File: src/hw/rtl/qpsa_pkg.sv
// Shared types, constants and tables of the quadrant photodiode sun angle block.
`default_nettype none
package qpsa_pkg;

  localparam int SAMPLE_WIDTH = 10;
  localparam int SUM_W        = SAMPLE_WIDTH + 2;
  localparam int FRAC_BITS    = 16;
  localparam int MAG_W        = SAMPLE_WIDTH + 19;
  localparam int HS_W         = 16 + SUM_W;
  localparam int RM_W         = 16 + MAG_W;
  localparam int DP_W         = 64;
  localparam int ANG_W        = 32;
  localparam int TRIG_W       = 33;
  localparam int CORDIC_STEPS = 22;
  localparam int STEP_W       = 5;
  localparam int CFG_IDX_W    = 2;
  localparam int CFG_DATA_W   = 16;
  localparam int FIFO_DEPTH   = 4;
  localparam int FIFO_AW      = 2;

  localparam logic [CFG_IDX_W-1:0] REG_APERTURE_SCALE  = 2'd0;
  localparam logic [CFG_IDX_W-1:0] REG_APERTURE_HEIGHT = 2'd1;
  localparam logic [CFG_DATA_W-1:0] CFG_RESET_VALUE    = 16'd256;

  localparam logic [28:0] GAIN_Q28 = 29'd442048841;
  localparam logic signed [DP_W-1:0] INV_GAIN_Q30 = 64'sd652032874;
  localparam logic signed [ANG_W-1:0] ANG_DEG90  = 32'sd9216000;
  localparam logic signed [ANG_W-1:0] ANG_DEG180 = 32'sd18432000;
  localparam logic signed [ANG_W-1:0] ANG_DEG360 = 32'sd36864000;

  // Classified item between front and back.
  typedef struct packed {
    logic [SUM_W-1:0]        sum;
    logic signed [SUM_W-1:0] dx;
    logic signed [SUM_W-1:0] dy;
    logic                    zero_sum;
    logic                    zero_off;
  } qpsa_item_t;

  function automatic logic signed [ANG_W-1:0] atan_step(input logic [STEP_W-1:0] i);
    logic signed [ANG_W-1:0] v;
    begin
      unique case (i)
        5'd0:  v = 32'sd4608000;
        5'd1:  v = 32'sd2720261;
        5'd2:  v = 32'sd1437311;
        5'd3:  v = 32'sd729602;
        5'd4:  v = 32'sd366217;
        5'd5:  v = 32'sd183287;
        5'd6:  v = 32'sd91666;
        5'd7:  v = 32'sd45836;
        5'd8:  v = 32'sd22918;
        5'd9:  v = 32'sd11459;
        5'd10: v = 32'sd5730;
        5'd11: v = 32'sd2865;
        5'd12: v = 32'sd1432;
        5'd13: v = 32'sd716;
        5'd14: v = 32'sd358;
        5'd15: v = 32'sd179;
        5'd16: v = 32'sd90;
        5'd17: v = 32'sd45;
        5'd18: v = 32'sd22;
        5'd19: v = 32'sd11;
        5'd20: v = 32'sd6;
        5'd21: v = 32'sd3;
        default: v = '0;
      endcase
      return v;
    end
  endfunction

endpackage
`default_nettype wire

File: src/hw/rtl/qpsa_fifo.sv
// Short item queue between front and back.
`default_nettype none
module qpsa_fifo (
  input  wire logic                 clk,
  input  wire logic                 rst_n,
  input  wire logic                 push,
  input  wire qpsa_pkg::qpsa_item_t wr_item,
  input  wire logic                 pop,
  output qpsa_pkg::qpsa_item_t      rd_item,
  output logic                      full,
  output logic                      empty
);
  import qpsa_pkg::*;

  qpsa_item_t              slot_r [FIFO_DEPTH];
  logic [FIFO_AW-1:0]      wr_ptr_r, rd_ptr_r;
  logic [FIFO_AW:0]        count_r;

  assign full    = (count_r == (FIFO_AW+1)'(FIFO_DEPTH));
  assign empty   = (count_r == '0);
  assign rd_item = slot_r[rd_ptr_r];

  always_ff @(posedge clk) begin
    if (!rst_n) begin
      wr_ptr_r <= '0;
      rd_ptr_r <= '0;
      count_r  <= '0;
    end else begin
      if (push) begin
        wr_ptr_r <= wr_ptr_r + 1'b1;
      end
      if (pop) begin
        rd_ptr_r <= rd_ptr_r + 1'b1;
      end
      case ({push, pop})
        2'b10:   count_r <= count_r + 1'b1;
        2'b01:   count_r <= count_r - 1'b1;
        default: count_r <= count_r;
      endcase
    end
    if (push) begin
      slot_r[wr_ptr_r] <= wr_item;
    end
  end

endmodule
`default_nettype wire

File: config.mk
export PLATFORM = sky130hd
export DESIGN_NAME = qpsa_fifo
export DESIGN_NICKNAME = d
export VERILOG_FILES = /design/src/hw/rtl/qpsa_pkg.sv /design/src/hw/rtl/qpsa_fifo.sv
export SDC_FILE = /design/constraint.sdc
export NUM_CORES = 1
export LEC_CHECK = 0
export BUFFER_PORTS_ARGS = -buffer_cell sky130_fd_sc_hd__clkbuf_2
export CAP_MARGIN = 0
export CORE_MARGIN = 5
export CORE_UTILIZATION = 45
export DETAILED_ROUTE_END_ITERATION = 10
export GPL_TIMING_DRIVEN = 0
export PLACE_DENSITY = 0.67
export SLEW_MARGIN = 20
export SYNTH_ARGS = -nofsm -noshare
export SYNTH_HDL_FRONTEND = slang
export SYNTH_SLANG_ARGS = --single-unit
File: constraint.sdc
create_clock -name clk -period 2.7 [get_ports clk]
set_clock_uncertainty 0.1 [all_clocks]
set_input_delay 0.27 -clock clk [delete_from_list [all_inputs] [get_ports clk]]
set_output_delay 0.27 -clock clk [all_outputs]
set_load 0.03 [all_outputs]
==> impl_summary.md <==
Worst setup path
Of all nets on the critical path, the largest fanout is 10. The slowest cell on the critical path is mux4_2. The critical path crosses 4 cells after its start point. The cell with the most instances on the worst path is buf_2.

The type of element launching the critical path is a flop. The top cell family by delay on the critical path is buffers and inverters. The data required time of the worst path is 2.33 ns.

The delay of the slowest cell on the worst path is 0.37 ns. The logic depth of the worst register-to-register path is 4. Traced cell by cell, the critical path runs through buf_2, buf_2, mux4_2, clkbuf_2. STA classifies the critical path endpoint as a primary output. Together, buffers and inverters on the worst path number 3. The arrival time of the worst setup path is 1.94 ns. The worst setup path is of the flop to primary output kind.

Synthesis
For this run, the number of Yosys warnings is 0. Synthesis instantiated 22 different standard cells from the library. The synthesized flop and latch total is 161. The synthesized area per cell is 24.38 um2. The number of nets in the synthesized netlist is 292. Sequential elements use 79.76% of the synthesized area. The synthesized netlist occupies a cell area of 0.005948 mm2. In the synthesized netlist the async set-or-reset flop fraction comes to 0%. The number of flops mapped to enable cells by yosys is 152. The post-synthesis cell count is 244.

The primary flip-flop cell chosen by synthesis mapping is edfxtp_1.

Final layout
After filler insertion, the fill cell instance count of the layout stands at 977. In the final layout, the share of cells above drive strength 1 is 39.85%. After routing the design area is 0.007616 mm2. Leaving out fill and tap cells, the most frequent cell in the layout is edfxtp_1. In the layout the commonest cells are 152 x edfxtp_1, 81 x clkbuf_2, 38 x mux4_2, 38 x dlygate4sd3_1, 17 x clkbuf_16. The layout net count is 434. 0 antenna diodes ended up in the layout.

Compared with the post-synthesis result, the final layout area differs by 28.04%.

Routing
After detailed routing, the number of vias per cell comes to 4.967. In this run the remaining antenna-violating nets after routing total 0. The first routing iteration left 154 violations. The post-detailed-route wirelength per cell is 17.71 um.

Before antenna repair, the detailed router went through 4 iterations. After detailed routing, the number of remaining DRC violations is 0. Summed over all layers, the routed wires come to 10.19 mm.

The total via count in the routed design is 2856.

Hold path
In this run the worst hold path is classified as primary input to flop. The number of cells traversed by the worst hold path is 2.

Timing
In this run the tightest slew margin relative to its limit is 58.15%. Setup repair after global routing left no endpoint under its margin. The count of final setup violators is 0.

The number of failing hold endpoints at the final stage came to 0. Based on the critical path, the design can be clocked at up to 432.8 MHz. The measured slew at the worst slew-check pin is 0.6278 ns.

The time the final worst path needs with I/O delays and setup is 2.310 ns. The number of pins with negative max-slew slack in the final report came to 0. The final worst-path cycle share is 85.57%. Across all hold checks on the routed design, the worst slack comes to 0.05663 ns.

Die
The die covers 0.01562 mm2. In this run the horizontal extent of the chip is 125.0 um. The row count is 42. In this run the standard cell core region covers 0.01309 mm2. The chip height is 125.0 um. For this configuration, the core starts out at a cell density of 45.46%.

For this design the top-level I/O count stands at 82.

Clock tree
TritonCTS built the clock tree. The buffers inserted during post-CTS setup optimization is 0. The clock tree root buffer cell is clkbuf_16. The total number of clock tree sinks is 161.

The H-tree was split into 4 levels. The clock-pin slew on the worst setup and hold paths is 0.06 ns. The longest clock path from root to sink contains 2 buffers. The number of clock buffers added by TritonCTS is 17. At the later pin of the worst-skew pair, clock insertion delay measures 0.42 ns.

Placement
The congestion estimate from routability-driven global placement came to 0.6839. The placed instances occupy a cell area of 0.006659 mm2. The count of port buffers added during placement is 81. The post-detailed-placement half-perimeter wirelength is 6.363 mm.

Global routing
The overall overflow remaining after global route is 0. The number of antenna violations at the first check in global routing is 0. The number of global-route vias before repair was 3165. The largest net degree at the start of global routing is 26.

In the global route stage, overall resource usage came out at 13.92%. The first global-routing pass estimated 16.32 mm of wire.

Run status
The run finished with clean final reports.

Power and ir drop
Across the VDD grid, the largest voltage drop is 0.0003934 V. The total power per unit cell area is 783.1 mW/mm2. The leakage component of the power is 2.662 nW. The design draws 5.964 mW.

Flow run
The tool flagged a number of max-cap violations equal to 0.
## cell usage after synthesis, types with 2 or more instances
master,count,area (um2)
nand2_1,2,7.510
xnor2_1,2,17.52
dfxtp_1,9,180.2
buf_2,3,15.01
o21ai_0,2,10.01
buf_12,2,40.04
mux4_2,38,855.8
edfxtp_1,152,4564
ha_1,5,62.56
xor2_1,3,26.28
inv_1,6,22.52
and2_1,10,62.56
## area by class of cell
cell class | instances | area [um2] | area share (%)
clock inverter | 12 | 140.1 | 1.840
sequential | 161 | 4745 | 62.30
clock buffer | 20 | 436.7 | 5.734
inverter | 6 | 22.52 | 0.2957
buffer | 8 | 77.57 | 1.019
multi-input combinational | 69 | 1109 | 14.56
tap | 176 | 220.2 | 2.891
timing repair buffer | 123 | 865.8 | 11.37
## cells by family after synthesis
family | share of synthesized area, %
simple gates | 1.578
fa+ha+maj | 1.388
flops | 79.76
xor+xnor | 0.7364
compound gates | 0.2945
mux | 14.56
buf+inv | 1.683
## layer usage
| layer | global-route usage, % | vias up | routed length (um) |
|---|---|---|---|
| li1 | - | 1299 | - |
| met1 | 17.31 | 1454 | 4386 |
| met2 | 21.73 | 86 | 4932 |
| met3 | 6.269 | 17 | 706 |
| met4 | 5.166 | 0 | 161 |
| met5 | 0 | - | 0 |
## metrics by stage
step                setup TNS (ns)  util, %  worst slack [ns]  cells
floorplan                        0        -            0.7368    244
global placement          -0.06588    50.24         -0.003030    501
detailed placement               0    50.89            0.8099    505
CTS                              0    58.20            0.3328    575
global route                     0    58.20            0.2917    575
finish                           0    58.20            0.3897    575
## repair_timing
item	in CTS	in global routing
gates resized for setup	0	0
hold buffers	38	0
hold endpoints to repair	152	0
## sequential cells by signal (all words and copies together) (netlist names), named ones only
| name | count |
|---|---|
| slot_r | 152 |
| count_r | 3 |
| rd_ptr_r | 2 |
| wr_ptr_r | 2 |
## report_power, final
group,switching (mW),total (mW),internal (mW),leakage (nW)
clock network,0.890,2.33,1.44,0.278
logic,0.438,0.741,0.303,0.913
registers,0.0317,2.89,2.86,1.47
total,1.36,5.96,4.61,2.66
## final timing paths
kind | start | end | slack (ns)
setup / recovery | flop | rd_item[5] | 0.39
hold / removal | rst_n | rd_ptr_r[0] | 0.06
setup reg to reg | wr_ptr_r[0] | slot_r[0][15] | 0.95
hold reg to reg | count_r[2] | count_r[2] | 0.43
No activity file was read; power rests on OpenSTA's default activity.
