$ cat config.mk
export PLATFORM = sky130hd
export DESIGN_NAME = qpsa_front
export DESIGN_NICKNAME = d
export VERILOG_FILES = /design/src/hw/rtl/qpsa_pkg.sv /design/src/hw/rtl/qpsa_front.sv
export SDC_FILE = /design/constraint.sdc
export NUM_CORES = 1
export LEC_CHECK = 0
export BUFFER_PORTS_ARGS = -buffer_cell sky130_fd_sc_hd__buf_2
export CAP_MARGIN = 20
export CORE_MARGIN = 10
export CORE_UTILIZATION = 51
export CTS_CLUSTER_DIAMETER = 200
export DETAILED_ROUTE_END_ITERATION = 7
export HOLD_SLACK_MARGIN = 0.06
export PLACE_DENSITY_LB_ADDON = 0.2
export RECOVER_POWER = 100
export REMOVE_ABC_BUFFERS = 1
export SLEW_MARGIN = 20
export SYNTH_ARGS = -nofsm -noshare
export SYNTH_HDL_FRONTEND = slang
export SYNTH_SLANG_ARGS = --single-unit
$ cat constraint.sdc
create_clock -name clk -period 5 [get_ports clk]
set_input_delay 0.5 -clock clk [delete_from_list [all_inputs] [get_ports clk]]
set_output_delay 0.5 -clock clk [all_outputs]
set_load 0.005 [all_outputs]
$ cat src/hw/rtl/qpsa_pkg.sv
// Shared types, constants and tables of the quadrant photodiode sun angle block.
`default_nettype none
package qpsa_pkg;

  localparam int SAMPLE_WIDTH = 10;
  localparam int SUM_W        = SAMPLE_WIDTH + 2;
  localparam int FRAC_BITS    = 16;
  localparam int MAG_W        = SAMPLE_WIDTH + 19;
  localparam int HS_W         = 16 + SUM_W;
  localparam int RM_W         = 16 + MAG_W;
  localparam int DP_W         = 64;
  localparam int ANG_W        = 32;
  localparam int TRIG_W       = 33;
  localparam int CORDIC_STEPS = 22;
  localparam int STEP_W       = 5;
  localparam int CFG_IDX_W    = 2;
  localparam int CFG_DATA_W   = 16;
  localparam int FIFO_DEPTH   = 4;
  localparam int FIFO_AW      = 2;

  localparam logic [CFG_IDX_W-1:0] REG_APERTURE_SCALE  = 2'd0;
  localparam logic [CFG_IDX_W-1:0] REG_APERTURE_HEIGHT = 2'd1;
  localparam logic [CFG_DATA_W-1:0] CFG_RESET_VALUE    = 16'd256;

  localparam logic [28:0] GAIN_Q28 = 29'd442048841;
  localparam logic signed [DP_W-1:0] INV_GAIN_Q30 = 64'sd652032874;
  localparam logic signed [ANG_W-1:0] ANG_DEG90  = 32'sd9216000;
  localparam logic signed [ANG_W-1:0] ANG_DEG180 = 32'sd18432000;
  localparam logic signed [ANG_W-1:0] ANG_DEG360 = 32'sd36864000;

  // Classified item between front and back.
  typedef struct packed {
    logic [SUM_W-1:0]        sum;
    logic signed [SUM_W-1:0] dx;
    logic signed [SUM_W-1:0] dy;
    logic                    zero_sum;
    logic                    zero_off;
  } qpsa_item_t;

  function automatic logic signed [ANG_W-1:0] atan_step(input logic [STEP_W-1:0] i);
    logic signed [ANG_W-1:0] v;
    begin
      unique case (i)
        5'd0:  v = 32'sd4608000;
        5'd1:  v = 32'sd2720261;
        5'd2:  v = 32'sd1437311;
        5'd3:  v = 32'sd729602;
        5'd4:  v = 32'sd366217;
        5'd5:  v = 32'sd183287;
        5'd6:  v = 32'sd91666;
        5'd7:  v = 32'sd45836;
        5'd8:  v = 32'sd22918;
        5'd9:  v = 32'sd11459;
        5'd10: v = 32'sd5730;
        5'd11: v = 32'sd2865;
        5'd12: v = 32'sd1432;
        5'd13: v = 32'sd716;
        5'd14: v = 32'sd358;
        5'd15: v = 32'sd179;
        5'd16: v = 32'sd90;
        5'd17: v = 32'sd45;
        5'd18: v = 32'sd22;
        5'd19: v = 32'sd11;
        5'd20: v = 32'sd6;
        5'd21: v = 32'sd3;
        default: v = '0;
      endcase
      return v;
    end
  endfunction

endpackage
`default_nettype wire

$ cat src/hw/rtl/qpsa_front.sv
// Front stage: takes diode samples, forms sum and differences, classifies the item.
`default_nettype none
module qpsa_front (
  input  wire logic                            clk,
  input  wire logic                            rst_n,
  input  wire logic                            start,
  input  wire logic [qpsa_pkg::SAMPLE_WIDTH-1:0] in_diode_a,
  input  wire logic [qpsa_pkg::SAMPLE_WIDTH-1:0] in_diode_b,
  input  wire logic [qpsa_pkg::SAMPLE_WIDTH-1:0] in_diode_c,
  input  wire logic [qpsa_pkg::SAMPLE_WIDTH-1:0] in_diode_d,
  input  wire logic                            fifo_full,
  output logic                                 busy,
  output logic                                 push,
  output qpsa_pkg::qpsa_item_t                 item
);
  import qpsa_pkg::*;

  logic       hold_v_r, hold_v_nxt;
  qpsa_item_t hold_r;
  qpsa_item_t cls;
  logic       load;
  logic [SUM_W-1:0] a, b, c, d;

  always_comb begin
    a = SUM_W'(in_diode_a);
    b = SUM_W'(in_diode_b);
    c = SUM_W'(in_diode_c);
    d = SUM_W'(in_diode_d);
    cls.sum      = a + b + c + d;
    cls.dx       = signed'(b + c - a - d);
    cls.dy       = signed'(a + b - c - d);
    cls.zero_sum = (cls.sum == '0);
    cls.zero_off = (cls.dx == '0) && (cls.dy == '0);
  end

  assign push = hold_v_r && !fifo_full;
  assign busy = hold_v_r && fifo_full;
  assign load = start && !busy;
  assign item = hold_r;
  assign hold_v_nxt = load || (hold_v_r && !push);

  always_ff @(posedge clk) begin
    if (!rst_n) begin
      hold_v_r <= 1'b0;
    end else begin
      hold_v_r <= hold_v_nxt;
    end
    if (load) begin
      hold_r <= cls;
    end
  end

endmodule
`default_nettype wire

==> metrics.yaml, run 1 <==
cts_buffers: 5
drc: 0
place_area_um2: 4740
fin_util: 0.610
hp-class: "in -> reg"
outcome: "finished with violations"
final_nets: 622
drt-total-wl_mm: 9.00
worstPathRequired_ns: 5.12
clk_pin_slew_worst_paths_ns: 0.07
netlist.area_leader.share: 0.272
vias_per_cell: 5.22
max_cap_viol_count: 1
ys.flop_type: "edfxtp_1"
finalCritPeriodShare: 0.937
seq_area_frac_synth: 0.277
yosys_warnings: 0
grt_antenna_before_repair: 0
first_global_vias: 3341
grt_max_degree: 39
die_y_um: 111
peakVddDrop_mv: 0.148
worstMarginPinSlew_ns: 3.16
postRouteAntennaNets: 0
portBuffers: 83
yosys-top-cells-area: "edfxtp_1, fa_1, ha_1"
drtPass1Iterations: 4
fin_cells: 599
rows: 32
clock_skew_ns: 0.00808
p_total_mw: 2.01
path_class: "in -> reg"
drtIter0Drc: 166
timing.hold.ws_ns: 0.411
wl_per_cell_um: 15.0
async_flop_share: 0
areaGrowthSynthToFinish_pct: 14.2
worst_path_max_delay_cell: "or3b_1"
fin_area_um2: 4780
slew_headroom: -1.11
track_usage: 0.148
path_max_fanout: 3
drv_slew: 39
place_worst_setup_slack_ns: -0.0577
antenna_cells: 0
htreeDepth: 2
die_x_um: 111
synth_edf_count: 38
globalplace.congestion: 0.878
hpwl_mm: 7.84
placed_cells: 591
end_kind: "register"
drive_gt1_frac: 0.131
fin_setup_tns_ns: 0
p_leak_nw: 2.16
tritoncts: "yes"
synthCells: 405
root_buffer: "clkbuf_8"
period_needed_ns: 4.68
grt_first_pass_wirelength_mm: 15.3
synth_area_um2: 4190
ios: 84
startpoint_type: "input pin"
max_stage_delay_ns: 0.39
clock_path_buffers: 2
dieArea_um2: 12200
grt_overflow: 0
cts_setup_buffers: 0
cts.sinks: 39
power.density_nw_per_um2: 420
max_clock_freq_mhz: 214
synth_area_leader_cell: "edfxtp_1"
worst_slack_ns: 0.317
final_common_cell: "inv_1"
start_util: 0.534
clk_latency_ns: 0.30
vias: 3128
avgSynthCellArea_um2: 10.3
setup_viol_count_final: 0
fill_cells: 698
core_area_um2: 7850
ys_ff_latch: 39
worst_ep_arrival_time_ns: 4.81
hold_violations: 0
violations: "capacitance limit, slew limit"
final_cell_mix: "inv_1, buf_2, fa_1"
cp_cell_sequence: "buf_2, ha_1, a21o_1, a21oi_1, o21bai_1, a21oi_2, o21ai_1, mux2_1, a2111oi_1, buf_4, fa_1, inv_1, ha_1, clkinvlp_2, a2111oi_2, or3b_1, a2111oi_2, o2111ai_1, nor4_2"
ys_types: 60
holdBufCountCts: 0
-- cells in the mapped netlist (3+ instances only) --
library cell  count
edfxtp_1         38
and2_1            4
a211oi_1          3
o2111ai_1         4
o21a_1            3
nor3_1            5
nand3_1           5
nor2_1           14
o21ai_1           9
nand2_1           9
inv_1            89
xor2_1           11
nor2b_1           4
o21ai_0           5
a21o_1            8
xnor2_1          20
a21oi_1          25
ha_1             40
o21bai_1          8
o211ai_1          3
a2111oi_2         3
nor4_1            4
fa_1             42
or3b_1            3
-- final timing paths --
path	startpoint	endpoint	slack [ns]	cells past startpoint
setup / recovery	in_diode_a[1]	item[0]$_DFFE_PP_	0.32	19
hold / removal	rst_n	hold_v_r$_SDFF_PN0_	0.41	2
setup reg to reg	hold_v_r$_SDFF_PN0_	item[2]$_DFFE_PP_	1.74	2
hold reg to reg	hold_v_r$_SDFF_PN0_	hold_v_r$_SDFF_PN0_	0.63	2
-- what timing repair did --
| action | CTS | global route |
|---|---|---|
| gates resized for setup | 0 | 2 |
| setup endpoints to repair | 0 | 1 |
| hold endpoints to repair | 0 | 0 |
-- worst max-delay path: cells and delay by family --
family          cells  cell delay [ns]
buf+inv             4             0.51
simple gates        2             0.54
compound gates      9             2.14
fa+ha+maj           3             0.79
mux                 1             0.33
-- cell families after synthesis --
kind of cell | share of synthesized area
buf+inv | 0.0890
fa+ha+maj | 0.325
xor+xnor | 0.0648
flops | 0.277
simple gates | 0.0872
compound gates | 0.154
mux | 0.00269
-- layout make-up --
type / instances / area, µm² / area share
Tap cell: 102 / 128 / 0.0267
Timing Repair Buffer: 87 / 395 / 0.0827
Multi-Input combinational cell: 271 / 2640 / 0.551
Clock inverter: 2 / 35.0 / 0.00732
Clock buffer: 6 / 82.6 / 0.0173
Sequential cell: 39 / 1160 / 0.243
Inverter: 92 / 347 / 0.0725
-- flip-flops by register name, summed over array words and instances (netlist names) --
| register | cells |
|---|---|
| hold_v_r | 1 |
| item | 38 |
-- per-layer routing --
metal / vias to the layer above / GRT usage / wire, µm
met1: 1478 / 0.190 / 4130
met5: - / 0 / 0
met2: 81 / 0.248 / 4370
met3: 11 / 0.0232 / 376
li1: 1558 / - / -
met4: 0 / 0.0432 / 125
-- where the power goes --
| group | switching, mW | internal (mW) | total [mW] |
|---|---|---|---|
| registers | 0.0248 | 0.534 | 0.559 |
| clock network | 0.106 | 0.161 | 0.267 |
| logic | 0.695 | 0.486 | 1.18 |
Note: power is estimated with default switching activity, not from simulation.
==> inputs of run 2 (changes only) <==
--- a/config.mk
+++ b/config.mk
@@ -8,7 +8,7 @@
 export BUFFER_PORTS_ARGS = -buffer_cell sky130_fd_sc_hd__buf_2
 export CAP_MARGIN = 20
 export CORE_MARGIN = 10
-export CORE_UTILIZATION = 51
+export CORE_UTILIZATION = 55
 export CTS_CLUSTER_DIAMETER = 200
 export DETAILED_ROUTE_END_ITERATION = 7
 export HOLD_SLACK_MARGIN = 0.06
==> constraint.sdc (replaced) <==
create_clock -name clk -period 4.35 [get_ports clk]
set_input_delay 0.435 -clock clk [delete_from_list [all_inputs] [get_ports clk]]
set_output_delay 0.435 -clock clk [all_outputs]
set_load 0.005 [all_outputs]
==> metrics.yaml, run 2 (same netlist as run 1, synthesis figures left out) <==
rows: 31  # was 32
hold_violations: 0  # unchanged
violations: "capacitance limit, slew limit"  # unchanged
power.share.sequential: 0.241  # was 0.278
worst_ep_arrival_time_ns: 4.32  # was 4.81 ns
postRouteAntennaNets: 0  # unchanged
netSwitchingFraction: 0.410  # was 0.411
hpwl_mm: 8.46  # was 7.84 mm
end_kind: "register"  # unchanged
vias: 3450  # was 3128
antenna_cells: 0  # unchanged
place_area_um2: 5090  # was 4740 µm²
p_int_mw: 1.57  # was 1.18 mW
clock_skew_ns: 0.00993  # was 0.00808 ns
max_clock_freq_mhz: 238
holdBufCountCts: 0  # unchanged
portBuffers: 83  # unchanged
core_area_um2: 7330  # was 7850 µm²
clock_path_buffers: 2  # unchanged
root_buffer: "clkbuf_8"  # unchanged
hp-class: "in -> reg"  # unchanged
power.switching_mw: 1.09  # was 0.826 mW
combPwrFrac: 0.646  # was 0.589
startpoint_type: "input pin"  # unchanged
power.density_nw_per_um2: 496  # was 420 nW/µm²
drc: 0  # unchanged
rsz0062_at_grt: "yes"
slew_headroom: -1.05  # was -1.11
fin_setup_tns_ns: 0  # unchanged
outcome: "finished with violations"  # unchanged
ios: 84  # unchanged
setup_viol_count_final: 0  # unchanged
grt_overflow: 0  # unchanged
path_class: "in -> reg"  # unchanged
first_global_vias: 3722  # was 3341
drive_gt1_frac: 0.267  # was 0.131
drt-total-wl_mm: 10.3  # was 9.00 mm
clk_latency_ns: 0.30  # about the same
worstPathRequired_ns: 4.47  # was 5.12 ns
max_cap_viol_count: 1  # unchanged
final_nets: 675  # was 622
finalCritPeriodShare: 0.966
grt_antenna_before_repair: 0  # unchanged
power.share.clock: 0.113  # was 0.133
clk_pin_slew_worst_paths_ns: 0.07  # about the same
cts_buffers: 5  # unchanged
drv_slew: 39  # unchanged
grt_first_pass_wirelength_mm: 16.7  # was 15.3 mm
htreeDepth: 2  # unchanged
peakVddDrop_mv: 0.187  # was 0.148 mV
final_common_cell: "inv_1"  # unchanged
wl_per_cell_um: 15.8  # was 15.0 µm
areaGrowthSynthToFinish_pct: 28.2  # was 14.2%
period_needed_ns: 4.20
vias_per_cell: 5.32  # was 5.22
dieArea_um2: 11500  # was 12200 µm²
p_leak_nw: 2.44  # was 2.16 nW
cts.sinks: 39  # unchanged
grt_max_degree: 39  # unchanged
track_usage: 0.177  # was 0.148
drtIter0Drc: 122  # was 166
globalplace.congestion: 0.948  # was 0.878
final_cell_mix: "inv_1, buf_4, buf_2"  # was inv_1, buf_2, fa_1
drtPass1Iterations: 5  # was 4
largest_register_ffs: 38  # unchanged
fin_area_um2: 5370  # was 4780 µm²
die_y_um: 107  # was 111 µm
path_max_fanout: 2  # was 3
tritoncts: "yes"  # unchanged
worstMarginPinSlew_ns: 3.07  # was 3.16 ns
die_x_um: 107  # was 111 µm
start_util: 0.571  # was 0.534
## run 2: layout make-up
| class | count | area (µm²) |
|---|---|---|
| Fill cell | 566 | 1960 |
| Inverter | 92 | 349 |
| Timing Repair Buffer | 140 | 806 |
| Clock inverter | 3 | 43.8 |
| Tap cell | 99 | 124 |
| Multi-Input combinational cell | 271 | 2820 |
| Clock buffer | 5 | 68.8 |
| Sequential cell | 39 | 1160 |
## run 2: through the flow
| stage | instances | util | worst slack [ns] | total power [mW] | hold WS [ns] |
|---|---|---|---|---|---|
| 2_1_floorplan | 402 | - | -0.355 | 1.63 | 0.553 |
| 3_3_place_gp | 635 | 0.695 | -0.433 | 2.23 | 0.628 |
| 3_5_place_dp | 635 | 0.695 | -0.552 | 2.27 | 0.645 |
| 4_1_cts | 644 | 0.715 | 0.00284 | 2.59 | 0.344 |
| 5_1_grt | 649 | 0.732 | -0.0651 | 2.88 | 0.353 |
| 6_report | 649 | 0.732 | 0.147 | 2.66 | 0.345 |
## run 2: per-layer routing
layer	GRT usage	up-vias	share of wire
met1	0.213	1632	0.42
met4	0.0648	0	0.024
met2	0.305	127	0.49
li1	-	1671	-
met5	0	-	0
met3	0.0353	20	0.064
## run 2: power groups by stage
stage	sequential, mW	combinational, mW	clock, mW
2_1_floorplan	0.669	0.961	0
3_3_place_gp	0.642	1.59	0
3_5_place_dp	0.647	1.62	0
4_1_cts	0.639	1.65	0.305
5_1_grt	0.653	1.91	0.322
6_report	0.642	1.72	0.300
## run 2: critical path: stages
cell,delay (ns)
buf_2,0.12
clkbuf_4,0.13
fa_1,0.51
inv_1,0.06
fa_1,0.47
inv_1,0.04
ha_1,0.20
fa_1,0.46
or4_4,0.56
a2111oi_4,0.19
or3b_4,0.43
a2111oi_4,0.30
o2111ai_2,0.18
nor4_2,0.23
## run 2: repair_timing
action,4_1_cts,5_1_grt
hold endpoints to repair,0,0
pin swaps,2,18
setup endpoints to repair,1,5
buffers inserted,1,6
gates resized for setup,6,32
## run 2: path summary, 6_finish.rpt
kind                            start                  end  slack (ns)  depth (start not counted)
hold / removal                  rst_n  hold_v_r$_SDFF_PN0_        0.35                          2
hold reg to reg   hold_v_r$_SDFF_PN0_  hold_v_r$_SDFF_PN0_        0.64                          2
setup reg to reg  hold_v_r$_SDFF_PN0_   item[26]$_DFFE_PP_        1.15                          2
setup / recovery        in_diode_b[0]    item[0]$_DFFE_PP_        0.15                         14
